--- src/design/lpa_pkg.sv ---
// lpa_pkg: shared types and constants for the linked pool allocator.
// No dependencies; used by linked_pool_allocator and lpa_checker.
`default_nettype none

package lpa_pkg;

    localparam int CMD_W   = 2;
    localparam int ENTRY_W = 6;
    localparam int GROUP_W = 8;

    localparam logic STATUS_DONE = 1'b0;
    localparam logic STATUS_FULL = 1'b1;

    typedef enum logic [1:0] {
        CMD_CREATE = 2'd0,
        CMD_KILL   = 2'd1,
        CMD_MOVE   = 2'd2,
        CMD_NOP    = 2'd3
    } cmd_t;

    typedef enum logic {
        LIST_ACTIVE = 1'b0,
        LIST_GROUP  = 1'b1
    } list_sel_t;

    typedef enum logic [3:0] {
        ST_INIT,
        ST_IDLE,
        ST_DISPATCH,
        ST_CREATE,
        ST_CHECK,
        ST_UL_START,
        ST_UL_HEAD,
        ST_UL_WALK,
        ST_UL_END,
        ST_FREE,
        ST_MV_PUSH,
        ST_DONE
    } state_t;

endpackage

`default_nettype wire

--- src/design/lpa_ram.sv ---
// lpa_ram: simple dual-port RAM, one write port, one registered read port.
// No dependencies; instantiated by linked_pool_allocator for each link store.
`default_nettype none

module lpa_ram #(
    parameter int WIDTH = 8,
    parameter int DEPTH = 64,
    localparam int AW = (DEPTH > 1) ? $clog2(DEPTH) : 1
) (
    input  wire logic                 clk,
    input  wire logic                 we,
    input  wire logic [AW-1:0]        waddr,
    input  wire logic [WIDTH-1:0]     wdata,
    input  wire logic [AW-1:0]        raddr,
    output logic      [WIDTH-1:0]     rdata
);

    logic [WIDTH-1:0] mem [DEPTH];
    logic [WIDTH-1:0] rdata_reg;

    always_ff @(posedge clk)
    begin
        if (we)
        begin
            mem[waddr] <= wdata;
        end
        rdata_reg <= mem[raddr];
    end

    assign rdata = rdata_reg;

endmodule

`default_nettype wire

--- src/design/linked_pool_allocator.sv ---
// linked_pool_allocator: pool of entries on free, active and per-group linked lists.
// Depends on lpa_pkg (types, codes) and lpa_ram (link and head stores).
//
//  channel | signals                                   | dir | handshake
//  --------+-------------------------------------------+-----+-----------------------
//  in      | cmd[1:0] entry_index[5:0] group_index[7:0]| in  | in_valid / in_ready
//  out     | status result_index[5:0]                  | out | out_valid / out_ready
//
// Kill and move of a live entry walk the lists, reading one link per cycle from a
// single-port-read link store. After reset a clearing pass initializes the free chain,
// group heads and allocated bits; in_ready stays low during it.
// in_ready is high only while idle; a result waits in an output register meanwhile.
`default_nettype none

module linked_pool_allocator #(
    parameter int POOL_SIZE   = 64,
    parameter int GROUP_COUNT = 256
) (
    input  wire logic                          clk,
    input  wire logic                          rst_n,
    input  wire logic                          in_valid,
    output logic                               in_ready,
    input  wire logic [lpa_pkg::CMD_W-1:0]     cmd,
    input  wire logic [lpa_pkg::ENTRY_W-1:0]   entry_index,
    input  wire logic [lpa_pkg::GROUP_W-1:0]   group_index,
    output logic                               out_valid,
    input  wire logic                          out_ready,
    output logic                               status,
    output logic [lpa_pkg::ENTRY_W-1:0]        result_index
);

    localparam int LW = $clog2(POOL_SIZE + 1);
    localparam int IW = $clog2(POOL_SIZE);
    localparam int GW = (GROUP_COUNT > 1) ? $clog2(GROUP_COUNT) : 1;
    localparam int INIT_DEPTH = (POOL_SIZE > GROUP_COUNT) ? POOL_SIZE : GROUP_COUNT;
    localparam int CW = $clog2(INIT_DEPTH);
    localparam logic [LW-1:0] NONE = LW'(POOL_SIZE);

    // group_index modulo GROUP_COUNT by restoring reduction, eight steps
    function automatic logic [GW-1:0] group_mod(input logic [lpa_pkg::GROUP_W-1:0] g);
        logic [19:0] r;
        r = 20'(g);
        for (int k = 7; k >= 0; k--)
        begin
            if (r >= (20'(GROUP_COUNT) << k))
            begin
                r = r - (20'(GROUP_COUNT) << k);
            end
        end
        return GW'(r);
    endfunction

    lpa_pkg::state_t    state_reg, state_next;
    lpa_pkg::cmd_t      cmd_reg, cmd_next;
    lpa_pkg::list_sel_t sel_reg, sel_next;

    logic [LW-1:0] free_head_reg, free_head_next;
    logic [LW-1:0] active_head_reg, active_head_next;
    logic [LW-1:0] entry_reg, entry_next;
    logic          entry_bad_reg, entry_bad_next;
    logic [GW-1:0] group_reg, group_next;
    logic [GW-1:0] old_group_reg, old_group_next;
    logic [LW-1:0] cur_reg, cur_next;
    logic [LW-1:0] steps_reg, steps_next;
    logic [LW-1:0] link_e_reg, link_e_next;
    logic [CW-1:0] init_cnt_reg, init_cnt_next;
    logic          res_status_reg, res_status_next;
    logic [lpa_pkg::ENTRY_W-1:0] res_idx_reg, res_idx_next;
    logic          out_valid_reg, out_valid_next;
    logic          out_status_reg;
    logic [lpa_pkg::ENTRY_W-1:0] out_idx_reg;
    logic          out_load;

    // store ports
    logic          ngl_we, nal_we, egr_we, ghd_we, liv_we;
    logic [IW-1:0] ngl_waddr, nal_waddr, egr_waddr, liv_waddr;
    logic [IW-1:0] ngl_raddr, nal_raddr, egr_raddr, liv_raddr;
    logic [GW-1:0] ghd_waddr, ghd_raddr;
    logic [LW-1:0] ngl_wdata, nal_wdata, ghd_wdata;
    logic [LW-1:0] ngl_rdata, nal_rdata, ghd_rdata;
    logic [GW-1:0] egr_wdata, egr_rdata;
    logic          liv_wdata, liv_rdata;

    logic [LW-1:0] link_rd;
    logic [LW-1:0] head_rd;

    lpa_ram #(.WIDTH(LW), .DEPTH(POOL_SIZE)) u_ngl (
        .clk(clk), .we(ngl_we), .waddr(ngl_waddr), .wdata(ngl_wdata),
        .raddr(ngl_raddr), .rdata(ngl_rdata)
    );

    lpa_ram #(.WIDTH(LW), .DEPTH(POOL_SIZE)) u_nal (
        .clk(clk), .we(nal_we), .waddr(nal_waddr), .wdata(nal_wdata),
        .raddr(nal_raddr), .rdata(nal_rdata)
    );

    lpa_ram #(.WIDTH(GW), .DEPTH(POOL_SIZE)) u_egr (
        .clk(clk), .we(egr_we), .waddr(egr_waddr), .wdata(egr_wdata),
        .raddr(egr_raddr), .rdata(egr_rdata)
    );

    lpa_ram #(.WIDTH(LW), .DEPTH(GROUP_COUNT)) u_ghd (
        .clk(clk), .we(ghd_we), .waddr(ghd_waddr), .wdata(ghd_wdata),
        .raddr(ghd_raddr), .rdata(ghd_rdata)
    );

    lpa_ram #(.WIDTH(1), .DEPTH(POOL_SIZE)) u_liv (
        .clk(clk), .we(liv_we), .waddr(liv_waddr), .wdata(liv_wdata),
        .raddr(liv_raddr), .rdata(liv_rdata)
    );

    // walk engine sees one list at a time
    assign link_rd = (sel_reg == lpa_pkg::LIST_ACTIVE) ? nal_rdata : ngl_rdata;
    assign head_rd = (sel_reg == lpa_pkg::LIST_ACTIVE) ? active_head_reg : ghd_rdata;

    assign in_ready     = (state_reg == lpa_pkg::ST_IDLE);
    assign out_valid    = out_valid_reg;
    assign status       = out_status_reg;
    assign result_index = out_idx_reg;
    assign out_load     = (state_reg == lpa_pkg::ST_DONE) && (!out_valid_reg || out_ready);

    // next state
    always_comb
    begin
        state_next = state_reg;
        case (state_reg)
            lpa_pkg::ST_INIT:
            begin
                if (init_cnt_reg == CW'(INIT_DEPTH - 1))
                begin
                    state_next = lpa_pkg::ST_IDLE;
                end
            end
            lpa_pkg::ST_IDLE:
            begin
                if (in_valid)
                begin
                    state_next = lpa_pkg::ST_DISPATCH;
                end
            end
            lpa_pkg::ST_DISPATCH:
            begin
                case (cmd_reg)
                    lpa_pkg::CMD_CREATE:
                        state_next = (free_head_reg >= NONE) ? lpa_pkg::ST_DONE
                                                             : lpa_pkg::ST_CREATE;
                    lpa_pkg::CMD_KILL,
                    lpa_pkg::CMD_MOVE:
                        state_next = entry_bad_reg ? lpa_pkg::ST_DONE : lpa_pkg::ST_CHECK;
                    default:
                        state_next = lpa_pkg::ST_DONE;
                endcase
            end
            lpa_pkg::ST_CREATE:
                state_next = lpa_pkg::ST_DONE;
            lpa_pkg::ST_CHECK:
                state_next = liv_rdata ? lpa_pkg::ST_UL_START : lpa_pkg::ST_DONE;
            lpa_pkg::ST_UL_START:
                state_next = lpa_pkg::ST_UL_HEAD;
            lpa_pkg::ST_UL_HEAD:
            begin
                if ((head_rd == entry_reg) || (head_rd >= NONE))
                begin
                    state_next = lpa_pkg::ST_UL_END;
                end
                else
                begin
                    state_next = lpa_pkg::ST_UL_WALK;
                end
            end
            lpa_pkg::ST_UL_WALK:
            begin
                if ((link_rd == entry_reg) || (link_rd >= NONE) ||
                    (steps_reg == LW'(POOL_SIZE - 1)))
                begin
                    state_next = lpa_pkg::ST_UL_END;
                end
            end
            lpa_pkg::ST_UL_END:
            begin
                if (sel_reg == lpa_pkg::LIST_ACTIVE)
                begin
                    state_next = lpa_pkg::ST_UL_START;
                end
                else if (cmd_reg == lpa_pkg::CMD_KILL)
                begin
                    state_next = lpa_pkg::ST_FREE;
                end
                else
                begin
                    state_next = lpa_pkg::ST_MV_PUSH;
                end
            end
            lpa_pkg::ST_FREE:
                state_next = lpa_pkg::ST_DONE;
            lpa_pkg::ST_MV_PUSH:
                state_next = lpa_pkg::ST_DONE;
            lpa_pkg::ST_DONE:
            begin
                if (!out_valid_reg || out_ready)
                begin
                    state_next = lpa_pkg::ST_IDLE;
                end
            end
            default:
                state_next = lpa_pkg::ST_IDLE;
        endcase
    end

    // datapath and store controls
    always_comb
    begin
        cmd_next         = cmd_reg;
        sel_next         = sel_reg;
        free_head_next   = free_head_reg;
        active_head_next = active_head_reg;
        entry_next       = entry_reg;
        entry_bad_next   = entry_bad_reg;
        group_next       = group_reg;
        old_group_next   = old_group_reg;
        cur_next         = cur_reg;
        steps_next       = steps_reg;
        link_e_next      = link_e_reg;
        init_cnt_next    = init_cnt_reg;
        res_status_next  = res_status_reg;
        res_idx_next     = res_idx_reg;

        ngl_we = 1'b0; ngl_waddr = '0; ngl_wdata = '0; ngl_raddr = '0;
        nal_we = 1'b0; nal_waddr = '0; nal_wdata = '0; nal_raddr = '0;
        egr_we = 1'b0; egr_waddr = '0; egr_wdata = '0; egr_raddr = '0;
        ghd_we = 1'b0; ghd_waddr = '0; ghd_wdata = '0; ghd_raddr = '0;
        liv_we = 1'b0; liv_waddr = '0; liv_wdata = 1'b0; liv_raddr = '0;

        case (state_reg)
            lpa_pkg::ST_INIT:
            begin
                init_cnt_next = init_cnt_reg + CW'(1);
                if (32'(init_cnt_reg) < POOL_SIZE)
                begin
                    ngl_we    = 1'b1;
                    ngl_waddr = init_cnt_reg[IW-1:0];
                    ngl_wdata = (init_cnt_reg == CW'(POOL_SIZE - 1)) ? NONE
                              : LW'(init_cnt_reg) + LW'(1);
                    liv_we    = 1'b1;
                    liv_waddr = init_cnt_reg[IW-1:0];
                    liv_wdata = 1'b0;
                end
                if (32'(init_cnt_reg) < GROUP_COUNT)
                begin
                    ghd_we    = 1'b1;
                    ghd_waddr = init_cnt_reg[GW-1:0];
                    ghd_wdata = NONE;
                end
            end
            lpa_pkg::ST_IDLE:
            begin
                if (in_valid)
                begin
                    cmd_next        = lpa_pkg::cmd_t'(cmd);
                    entry_next      = LW'(entry_index);
                    entry_bad_next  = (32'(entry_index) >= POOL_SIZE);
                    group_next      = group_mod(group_index);
                    res_status_next = lpa_pkg::STATUS_DONE;
                    res_idx_next    = '0;
                end
            end
            lpa_pkg::ST_DISPATCH:
            begin
                case (cmd_reg)
                    lpa_pkg::CMD_CREATE:
                    begin
                        if (free_head_reg >= NONE)
                        begin
                            res_status_next = lpa_pkg::STATUS_FULL;
                        end
                        entry_next = free_head_reg;
                        ngl_raddr  = free_head_reg[IW-1:0];
                        ghd_raddr  = group_reg;
                    end
                    lpa_pkg::CMD_KILL,
                    lpa_pkg::CMD_MOVE:
                    begin
                        liv_raddr = entry_reg[IW-1:0];
                        egr_raddr = entry_reg[IW-1:0];
                    end
                    default:
                    begin
                        res_status_next = lpa_pkg::STATUS_DONE;
                    end
                endcase
            end
            lpa_pkg::ST_CREATE:
            begin
                free_head_next   = ngl_rdata;
                ngl_we           = 1'b1;
                ngl_waddr        = entry_reg[IW-1:0];
                ngl_wdata        = ghd_rdata;
                ghd_we           = 1'b1;
                ghd_waddr        = group_reg;
                ghd_wdata        = entry_reg;
                egr_we           = 1'b1;
                egr_waddr        = entry_reg[IW-1:0];
                egr_wdata        = group_reg;
                nal_we           = 1'b1;
                nal_waddr        = entry_reg[IW-1:0];
                nal_wdata        = active_head_reg;
                active_head_next = entry_reg;
                liv_we           = 1'b1;
                liv_waddr        = entry_reg[IW-1:0];
                liv_wdata        = 1'b1;
                res_idx_next     = lpa_pkg::ENTRY_W'(entry_reg);
            end
            lpa_pkg::ST_CHECK:
            begin
                old_group_next = egr_rdata;
                sel_next = (cmd_reg == lpa_pkg::CMD_KILL) ? lpa_pkg::LIST_ACTIVE
                                                          : lpa_pkg::LIST_GROUP;
            end
            lpa_pkg::ST_UL_START:
            begin
                // link of the entry itself, and the group head
                ngl_raddr = entry_reg[IW-1:0];
                nal_raddr = entry_reg[IW-1:0];
                ghd_raddr = old_group_reg;
            end
            lpa_pkg::ST_UL_HEAD:
            begin
                link_e_next = link_rd;
                if (head_rd == entry_reg)
                begin
                    if (sel_reg == lpa_pkg::LIST_ACTIVE)
                    begin
                        active_head_next = link_rd;
                    end
                    else
                    begin
                        ghd_we    = 1'b1;
                        ghd_waddr = old_group_reg;
                        ghd_wdata = link_rd;
                    end
                end
                else
                begin
                    cur_next   = head_rd;
                    steps_next = '0;
                    ngl_raddr  = head_rd[IW-1:0];
                    nal_raddr  = head_rd[IW-1:0];
                end
            end
            lpa_pkg::ST_UL_WALK:
            begin
                if (link_rd == entry_reg)
                begin
                    // bypass the entry: predecessor takes the entry's link
                    if (sel_reg == lpa_pkg::LIST_ACTIVE)
                    begin
                        nal_we    = 1'b1;
                        nal_waddr = cur_reg[IW-1:0];
                        nal_wdata = link_e_reg;
                    end
                    else
                    begin
                        ngl_we    = 1'b1;
                        ngl_waddr = cur_reg[IW-1:0];
                        ngl_wdata = link_e_reg;
                    end
                end
                else
                begin
                    cur_next   = link_rd;
                    steps_next = steps_reg + LW'(1);
                    ngl_raddr  = link_rd[IW-1:0];
                    nal_raddr  = link_rd[IW-1:0];
                end
            end
            lpa_pkg::ST_UL_END:
            begin
                if (sel_reg == lpa_pkg::LIST_ACTIVE)
                begin
                    sel_next = lpa_pkg::LIST_GROUP;
                end
                ghd_raddr = group_reg;
            end
            lpa_pkg::ST_FREE:
            begin
                ngl_we         = 1'b1;
                ngl_waddr      = entry_reg[IW-1:0];
                ngl_wdata      = free_head_reg;
                free_head_next = entry_reg;
                nal_we         = 1'b1;
                nal_waddr      = entry_reg[IW-1:0];
                nal_wdata      = NONE;
                liv_we         = 1'b1;
                liv_waddr      = entry_reg[IW-1:0];
                liv_wdata      = 1'b0;
            end
            lpa_pkg::ST_MV_PUSH:
            begin
                ngl_we    = 1'b1;
                ngl_waddr = entry_reg[IW-1:0];
                ngl_wdata = ghd_rdata;
                ghd_we    = 1'b1;
                ghd_waddr = group_reg;
                ghd_wdata = entry_reg;
                egr_we    = 1'b1;
                egr_waddr = entry_reg[IW-1:0];
                egr_wdata = group_reg;
            end
            default:
            begin
            end
        endcase
    end

    always_comb
    begin
        out_valid_next = out_valid_reg;
        if (out_load)
        begin
            out_valid_next = 1'b1;
        end
        else if (out_ready)
        begin
            out_valid_next = 1'b0;
        end
    end

    always_ff @(posedge clk or negedge rst_n)
    begin
        if (!rst_n)
        begin
            state_reg       <= lpa_pkg::ST_INIT;
            init_cnt_reg    <= '0;
            free_head_reg   <= '0;
            active_head_reg <= NONE;
            out_valid_reg   <= 1'b0;
            cmd_reg         <= lpa_pkg::CMD_NOP;
            sel_reg         <= lpa_pkg::LIST_ACTIVE;
        end
        else
        begin
            state_reg       <= state_next;
            init_cnt_reg    <= init_cnt_next;
            free_head_reg   <= free_head_next;
            active_head_reg <= active_head_next;
            out_valid_reg   <= out_valid_next;
            cmd_reg         <= cmd_next;
            sel_reg         <= sel_next;
        end
    end

    always_ff @(posedge clk)
    begin
        entry_reg      <= entry_next;
        entry_bad_reg  <= entry_bad_next;
        group_reg      <= group_next;
        old_group_reg  <= old_group_next;
        cur_reg        <= cur_next;
        steps_reg      <= steps_next;
        link_e_reg     <= link_e_next;
        res_status_reg <= res_status_next;
        res_idx_reg    <= res_idx_next;
        if (out_load)
        begin
            out_status_reg <= res_status_reg;
            out_idx_reg    <= res_idx_reg;
        end
    end

endmodule

`default_nettype wire

--- config.mk ---
export PLATFORM = sky130hd
export DESIGN_NAME = linked_pool_allocator
export DESIGN_NICKNAME = d
export VERILOG_FILES = /design/src/design/lpa_pkg.sv /design/src/design/lpa_ram.sv /design/src/design/linked_pool_allocator.sv
export SDC_FILE = /design/constraint.sdc
export NUM_CORES = 2
export LEC_CHECK = 0
export ABC_AREA = 1
export ABC_CLOCK_PERIOD_IN_PS = 11600
export BUFFER_PORTS_ARGS = -buffer_cell sky130_fd_sc_hd__buf_2
export CAP_MARGIN = 20
export CORE_ASPECT_RATIO = 0.9
export CORE_MARGIN = 2
export CORE_UTILIZATION = 45
export CTS_CLUSTER_DIAMETER = 50
export DETAILED_ROUTE_END_ITERATION = 10
export PLACE_DENSITY_LB_ADDON = 0.2
export SYNTH_ARGS = -nofsm -noshare
export SYNTH_HDL_FRONTEND = slang
export SYNTH_HIERARCHICAL = 1
export SYNTH_SLANG_ARGS = --single-unit
--- constraint.sdc ---
create_clock -name clk -period 11.6 [get_ports clk]
set_input_delay 2.32 -clock clk [delete_from_list [all_inputs] [get_ports clk]]
set_output_delay 2.32 -clock clk [all_outputs]
set_load 0.02 [all_outputs]
# --- Yosys cells after proc, flatten, opt, wreduce, memory -nomap -nowiden ---
# Memory sizes are Yosys's and may differ from the RTL's. A register that Yosys moved wholly into a read port is not among the register bits.
# Cells that the tools add are included.
totals:
  register_bits: 87
  latch_bits: 0
  ramBits: 3264
  rom_bits: 0
  inputBits: 20
  output_inout_bits: 9
  word_cells: 176
  n_memories: 5
classes:
  addsub: 3
  multipliers: 0
  div: 0
  n_lt_le_gt_ge: 4
  n_eq_ne: 29
  n_shift: 0
  n_mux: 91
  bitwise_logic: 0
  n_reduce_logical: 27
mem_list:
  columns: ["memory", "depth", "width", "rd", "rd_ports_with_merged_regs", "write_ports", "line", "source"]
  rows:
  - ["u_ghd.mem", 256, 7, 1, 1, 1, "lpa_ram.sv:18", "logic [WIDTH-1:0] mem [DEPTH];"]
  - ["u_egr.mem", 64, 8, 1, 1, 1, "lpa_ram.sv:18", null]
  - ["u_nal.mem", 64, 7, 1, 1, 1, "lpa_ram.sv:18", null]
  - ["u_ngl.mem", 64, 7, 1, 1, 1, "lpa_ram.sv:18", null]
  - ["u_liv.mem", 64, 1, 1, 1, 1, "lpa_ram.sv:18", null]
ops:
  columns: ["op", "n"]
  rows:
  - ["$mux W7", 16]
  - ["$mux W6", 14]
  - ["$pmux W7 S2", 4]
  - ["$pmux W6 S2", 4]
  - ["$pmux W8 S3", 2]
  - ["$pmux W7 S3", 2]
  - ["$pmux W4 S10", 1]
  - ["$pmux W6 S3", 2]
  - ["$mux W4", 8]
  - ["$mux W8", 4]
  - ["$pmux W7 S4", 1]
  - ["$pmux W6 S4", 1]
  - ["$mux W1", 23]
  - ["$ge A7 B7 Y1 const B", 3]
  - ["$ne A2 B2 Y1 const B", 9]
  - ["$eq A4 B3 Y1 const B", 4]
  - ["$eq A4 B4 Y1 const B", 4]
  - ["$add A7 B1 Y7 const B", 2]
  - ["$eq A7 B7 Y1", 2]
  - ["$reduce_bool A2 Y1", 7]
  - ["$pmux W1 S2", 6]
  - ["$reduce_and A3 Y1", 3]
  - ["$add A8 B1 Y8 const B", 1]
  - ["$eq A4 B2 Y1 const B", 2]
  - ["21 further kinds", 29]

# --- Longest topological paths before layout ---
depth:
  word_depth: 6
  depth_mapped: 23
  depth_no_buf: 19

# --- Hierarchy ---
# The synthesis kept the hierarchy.
modules_own_cells:
  columns: ["module", "instances", "cells_per_inst", "area_per_inst_um2", "seq_area_each_um2"]
  rows:
  - ["lpa_ram at u_ghd", 1, 6218, 73269.0, 53951.7]
  - ["lpa_ram at u_nal ...", 2, 1590, 18545.3, 13593.0]
  - ["lpa_ram at u_egr", 1, 1806, 21345.5, 15534.9]
  - ["linked_pool_allocator", 1, 716, 5365.1, 2466.1]
  - ["lpa_ram at u_liv", 1, 314, 3045.4, 1941.9]

# --- Least setup slack after synthesis ---
# OpenSTA, ideal clock, no wires.
synth_path:
  path_type: "register to register"
  startpoint: "register sel_reg"
  endpoint: "memory u_ghd/mem[0][2] (netlist bit), data pin"
  setup_ps: 1585
  t_arrival_ps: 8327
  required_time_ps: 10015
  setup_slack_ps: 1688
  path_stages_with_launch: 13
  n_path_buf: 1
  path_cell_list: "dfrtp_1 -> inv_2 -> buf_6 -> nand2_1 -> nand2_1 -> nand2_1 -> nand2_1 -> nand2_1 -> nor2_2 -> nand2_4 -> nor2_4 -> nand2_1 -> o22ai_1"
synth_between:
  elab_chain_len: 4
synth_lines:
  columns: ["element", "line", "source"]
  rows:
  - ["from (decl)", "linked_pool_allocator.sv:55", "lpa_pkg::list_sel_t sel_reg, sel_next;"]
  - ["from (signal assigned)", "linked_pool_allocator.sv:438", "sel_reg <= lpa_pkg::LIST_ACTIVE;"]
  - ["from (signal assigned)", "linked_pool_allocator.sv:448", "sel_reg <= sel_next;"]
  - ["$mux W7, on equally long branches", "linked_pool_allocator.sv:114, linked_pool_allocator.sv:113", null]
  - ["$eq A7 B7 Y1 / $mux W7 (equally long branches)", "linked_pool_allocator.sv:329, linked_pool_allocator.sv:331", null]
  - ["$mux W7 *", "linked_pool_allocator.sv:329", "if (head_rd == entry_reg)"]
  - ["$pmux W7 S3 *", "linked_pool_allocator.sv:234", "case (state_reg)"]
  - ["named net ghd_wdata[2]", "linked_pool_allocator.sv:79", "logic [LW-1:0] ngl_wdata, nal_wdata, ghd_wdata;"]
  - ["to (decl)", "lpa_ram.sv:18", null]
# Mark *: on every way through the listed nets, which the timed path passes. The rest lies on a longest branch.

# --- Final worst setup path ---
layout_path:
  startpoint: "register state_reg[1]"
  endpoint: "memory u_ngl/mem[44][3] (netlist bit), enable pin"
layout_rtl:
  columns: ["element", "line", "source"]
  rows:
  - ["from (decl)", "linked_pool_allocator.sv:53", "lpa_pkg::state_t state_reg, state_next;"]
  - ["from (signal assigned)", "linked_pool_allocator.sv:432", "state_reg <= lpa_pkg::ST_INIT;"]
  - ["from (signal assigned)", "linked_pool_allocator.sv:442", "state_reg <= state_next;"]
  - ["$eq A4 B2 Y1 / $eq A4 B4 Y1 (equally long branches)", "linked_pool_allocator.sv:234", null]
  - ["$reduce_or A3 Y1 (no line)", null, null]
  - ["$pmux W6 S3 *", "linked_pool_allocator.sv:234", null]
  - ["named net ngl_waddr[0]", "linked_pool_allocator.sv:76", "logic [IW-1:0] ngl_waddr, nal_waddr, egr_waddr, liv_waddr;"]
  - ["to (decl)", "lpa_ram.sv:18", null]
# Marks and branches as above.

==> summary.txt <==
Timing
  • RSZ-0062 raised after global routing: no
  • Period minus WS final: 6.55 ns
  • Fin Setup TNS: 0 ns
  • Final Hold Vio Count: 0
  • # setup viols final: 0
  • Slew margin rel.: 21.4%
  • Max frequency: 0.153 GHz
  • Final clock skew: 0.0847 ns
  • Least-Margin Pin Slew: 1.18 ns
  • Max Slew Vio Count: 0
  • Fin crit share: 56.5%

Global route
  • Vias in the first global route: 89,100
  • Pin count of the biggest net entering global routing: 230
  • GRT overflow: 0
  • Initial antenna violation count: 7
  • All-Layer GR Usage: 23.7%
  • First-pass GRT wire length: 571,000 um

Synth
  • Mean area per synthesized cell: 11.5 um^2
  • Post-synth ARST share: 0.887%
  • Library cells used by synthesis: 44
  • Total number of yosys warnings: 6
  • Register area share after synthesis: 72.1%
  • Synth Instances: 12,200
  • EDFF count, synth: 3,321
  • Primary FF master, synth: edfxtp_1
  • Syn Nets: 12,300
  • Yosys reg bits: 3,381
  • Netlist Area Pre-Place: 140,000 um^2

Min path
  • Min-delay src: u_egr/rdata[3]$_DFF_P_
  • HP Class: register to register
  • Worst hold stages: 0

Setup path
  • Endpoint class of the critical path: register
  • Max FO, Critical Path: 77
  • Worst Setup SP: state_reg[1]$_DFFE_PN0P_
  • CP Data Arrival Time: 7.11 ns
  • R2R cell count: 13
  • Highest-delay cell along the critical path: nor2_1
  • Origin of the critical flop-to-flop path: state_reg[1]$_DFFE_PN0P_
  • Critical Path RT: 12.16 ns
  • Startpoint Class: register
  • Worst reg2reg setup slack: 5.05 ns
  • Setup CP Type: register to register
  • CP cell instances: nand2_1 -> nor2_4 -> buf_4 -> inv_2 -> nand2_1 -> buf_4 -> inv_2 -> nor2_1 -> a211oi_1 -> o21ai_0 -> inv_1 -> nand4_1 -> nor2_1
  • Peak per-stage delay on the critical path: 0.88 ns

Finish
  • Top flop regs: u_ghd/mem (1792), u_egr/mem (512)
  • Final Util: 50.2%
  • Largest Register: u_ghd/mem
  • Layout area overhead: 11.1%
  • Largest register FFs: 1,792
  • Nets: 12,100
  • Final Non-Filler Cells: 16,500
  • Fillers: 27,000
  • Layout cells sized above 1: 7.06%

Floorplanning
  • DIE AREA: 316,000 um^2
  • Die width: 592 um
  • I/O Pins: 29
  • Core area: 310,000 um^2
  • Initial Util: 45.2%
  • Num rows: 194
  • Die Ht: 533 um

Pwr
  • IR drop worst, VDD: 0.126 mV
  • Pwr per Cell Area: 162 nW/um^2
  • P_sw: 4.99 mW
  • Seq pwr share: 52.2%
  • Int Power: 20.3 mW
  • Comb power frac: 0%
  • Switching part of the total power: 19.7%
  • Clock power frac: 47.7%
  • Leak: 52.3 nW

Route
  • Total number of vias: 93,100
  • WL final: 382,000 um
  • DRC viols: 0
  • DR WL/cell: 23.2 um
  • Number of DRC markers in iteration 0: 10,700
  • Vias per std cell: 5.65
  • DRT antenna net count: 0
  • 1st-pass router iterations: 6

Clock network
  • Post-CTS sizing: 0
  • CTS tree: done
  • CTS H-Tree Depth: 5
  • Clock-pin slew on the worst setup and hold paths: 0.06 ns
  • Root Driver: clkbuf_16
  • Cts bufs inserted: 379
  • CTS sink cnt: 3,381
  • Postcts setup bufs: 0
  • Maximum root-to-sink buffer count: 4
  • CTS Hold Buffers Added: 0
  • Clk_lat worst skew: 0.95 ns

Placed design
  • HPWL after detailed placement: 218,000 um
  • Input/output buffers: 28
  • Routability cong.: 0.872
  • Placed Cells: 15,800

Status
  • Status: finished clean

Job
  • Maxcap violations: 0
[per-layer routing]
metal / up-vias / wire length, um / GRT usage (%) / share of wire, %
met1: 45800 / 165000 / 34.8 / 43
met2: 4038 / 172000 / 36.3 / 45
li1: 42600 / - / - / -
met3: 629 / 33600 / 3.79 / 8.8
met5: - / 0 / 0 / 0
met4: 0 / 12000 / 7.59 / 3.1
[layout by cell type (no fill, tap or decap), types with 14 or more instances in the layout]
cell type and count:
nand2_1 4057, edfxtp_1 3321, nand3_1 3072, nor2_1 563, clkbuf_16 384, buf_4 146, inv_1 140, clkinv_1 62
clkbuf_1 57, clkinv_2 54, bufinv_16 40, nand4_1 37, o21ai_0 36, inv_6 30, buf_2 30, dfxtp_1 30
dfrtp_1 27, clkinvlp_4 26, clkinv_4 26, nor4_1 26, nand2_2 17, nor2_4 14, a21oi_1 14, buf_12 14
[critical path, delay by kind of cell, from the launching register on]
family	cells	cell delay [ns]
buffers and inverters	5	1.87
and+or+nand+nor	6	2.49
DFF	1	0.41
AOI/OAI and AO/OA	2	1.35
[layout make-up]
class / instances / area, um^2 / area share (%)
Clock inverter: 249 / 2700 / 1.74
Sequential cell: 3381 / 101000 / 65.0
Timing Repair Buffer: 192 / 1580 / 1.02
Tap cell: 4116 / 5150 / 3.31
Multi-Input combinational cell: 7922 / 34500 / 22.2
Inverter: 164 / 674 / 0.433
Clock buffer: 450 / 9950 / 6.39
Antenna cell: 3 / 7.51 / 0.00482
[power groups by stage]
stage / clock network (mW) / registers [mW] / logic [mW]
after global placement: 0 / 13.5 / 0.0109
after floorplan: 0 / 13.5 / 0.00249
after detailed placement: 0 / 13.5 / 0.0112
after CTS: 12.3 / 13.2 / 0.0114
final: 12.1 / 13.2 / 0.0111
after global routing: 12.7 / 13.2 / 0.0118
[synthesized netlist by cell type, types with 4 or more instances]
master / n / area [um^2]
edfxtp_1: 3321 / 99700
clkbuf_1: 155 / 582
nor2_1: 575 / 2160
dfrtp_1: 27 / 676
dfxtp_1: 30 / 601
buf_1: 72 / 270
buf_6: 71 / 800
xor2_1: 5 / 43.8
buf_4: 95 / 713
nor4_1: 28 / 175
nand4_1: 37 / 231
nand3_1: 3083 / 15400
buf_2: 371 / 1860
nor3_1: 6 / 30.0
a22oi_1: 7 / 52.6
inv_2: 13 / 48.8
o21ai_1: 6 / 30.0
o211ai_1: 4 / 30.0
o22ai_1: 4 / 25.0
nand2_1: 4062 / 15200
nand2_2: 12 / 75.1
a21oi_1: 14 / 70.1
o21ai_0: 44 / 220
ha_1: 4 / 50.1
inv_1: 145 / 544
a211oi_1: 4 / 30.0
nor2_2: 8 / 50.1
[worst paths after layout]
check | end
worst max-delay path | u_ngl/mem[44][3]$_DFFE_PP_
worst min-delay path | old_group_reg[3]$_DFFE_PN_
worst max register to register | u_ngl/mem[44][3]$_DFFE_PP_
worst min register to register | old_group_reg[3]$_DFFE_PN_
max in group asynchronous | free_head_reg[6]$_DFFE_PN0N_
min in group asynchronous | out_valid$_DFFE_PN0P_
[logic make-up (layout without fill, tap and decap cells)]
group / count (synthesis) / after routing / share of synthesized area (%)
simple gates: 7823 / 7823 / 23.9
flops: 3381 / 3381 / 72.1
buf+inv: 931 / 1055 / 3.50
compound gates: 88 / 88 / 0.355
xor+xnor: 7 / 7 / 0.0438
fa+ha+maj: 4 / 4 / 0.0357
other cells: 0 / 3 / 0
[per-stage QoR]
| step | hold WS (ns) | worst slack [ns] | area, um^2 | power, mW |
|---|---|---|---|---|
| floorplan | 0.386 | 1.69 | 140000 | 13.5 |
| global placement | 0.391 | 5.30 | 143000 | 13.5 |
| detailed placement | 0.398 | 5.30 | 143000 | 13.5 |
| CTS | 0.408 | 5.23 | 156000 | 25.5 |
| global route | 0.420 | 4.69 | 156000 | 25.9 |
| finish | 0.408 | 5.05 | 156000 | 25.3 |
Note: power is estimated with default switching activity, not from simulation.
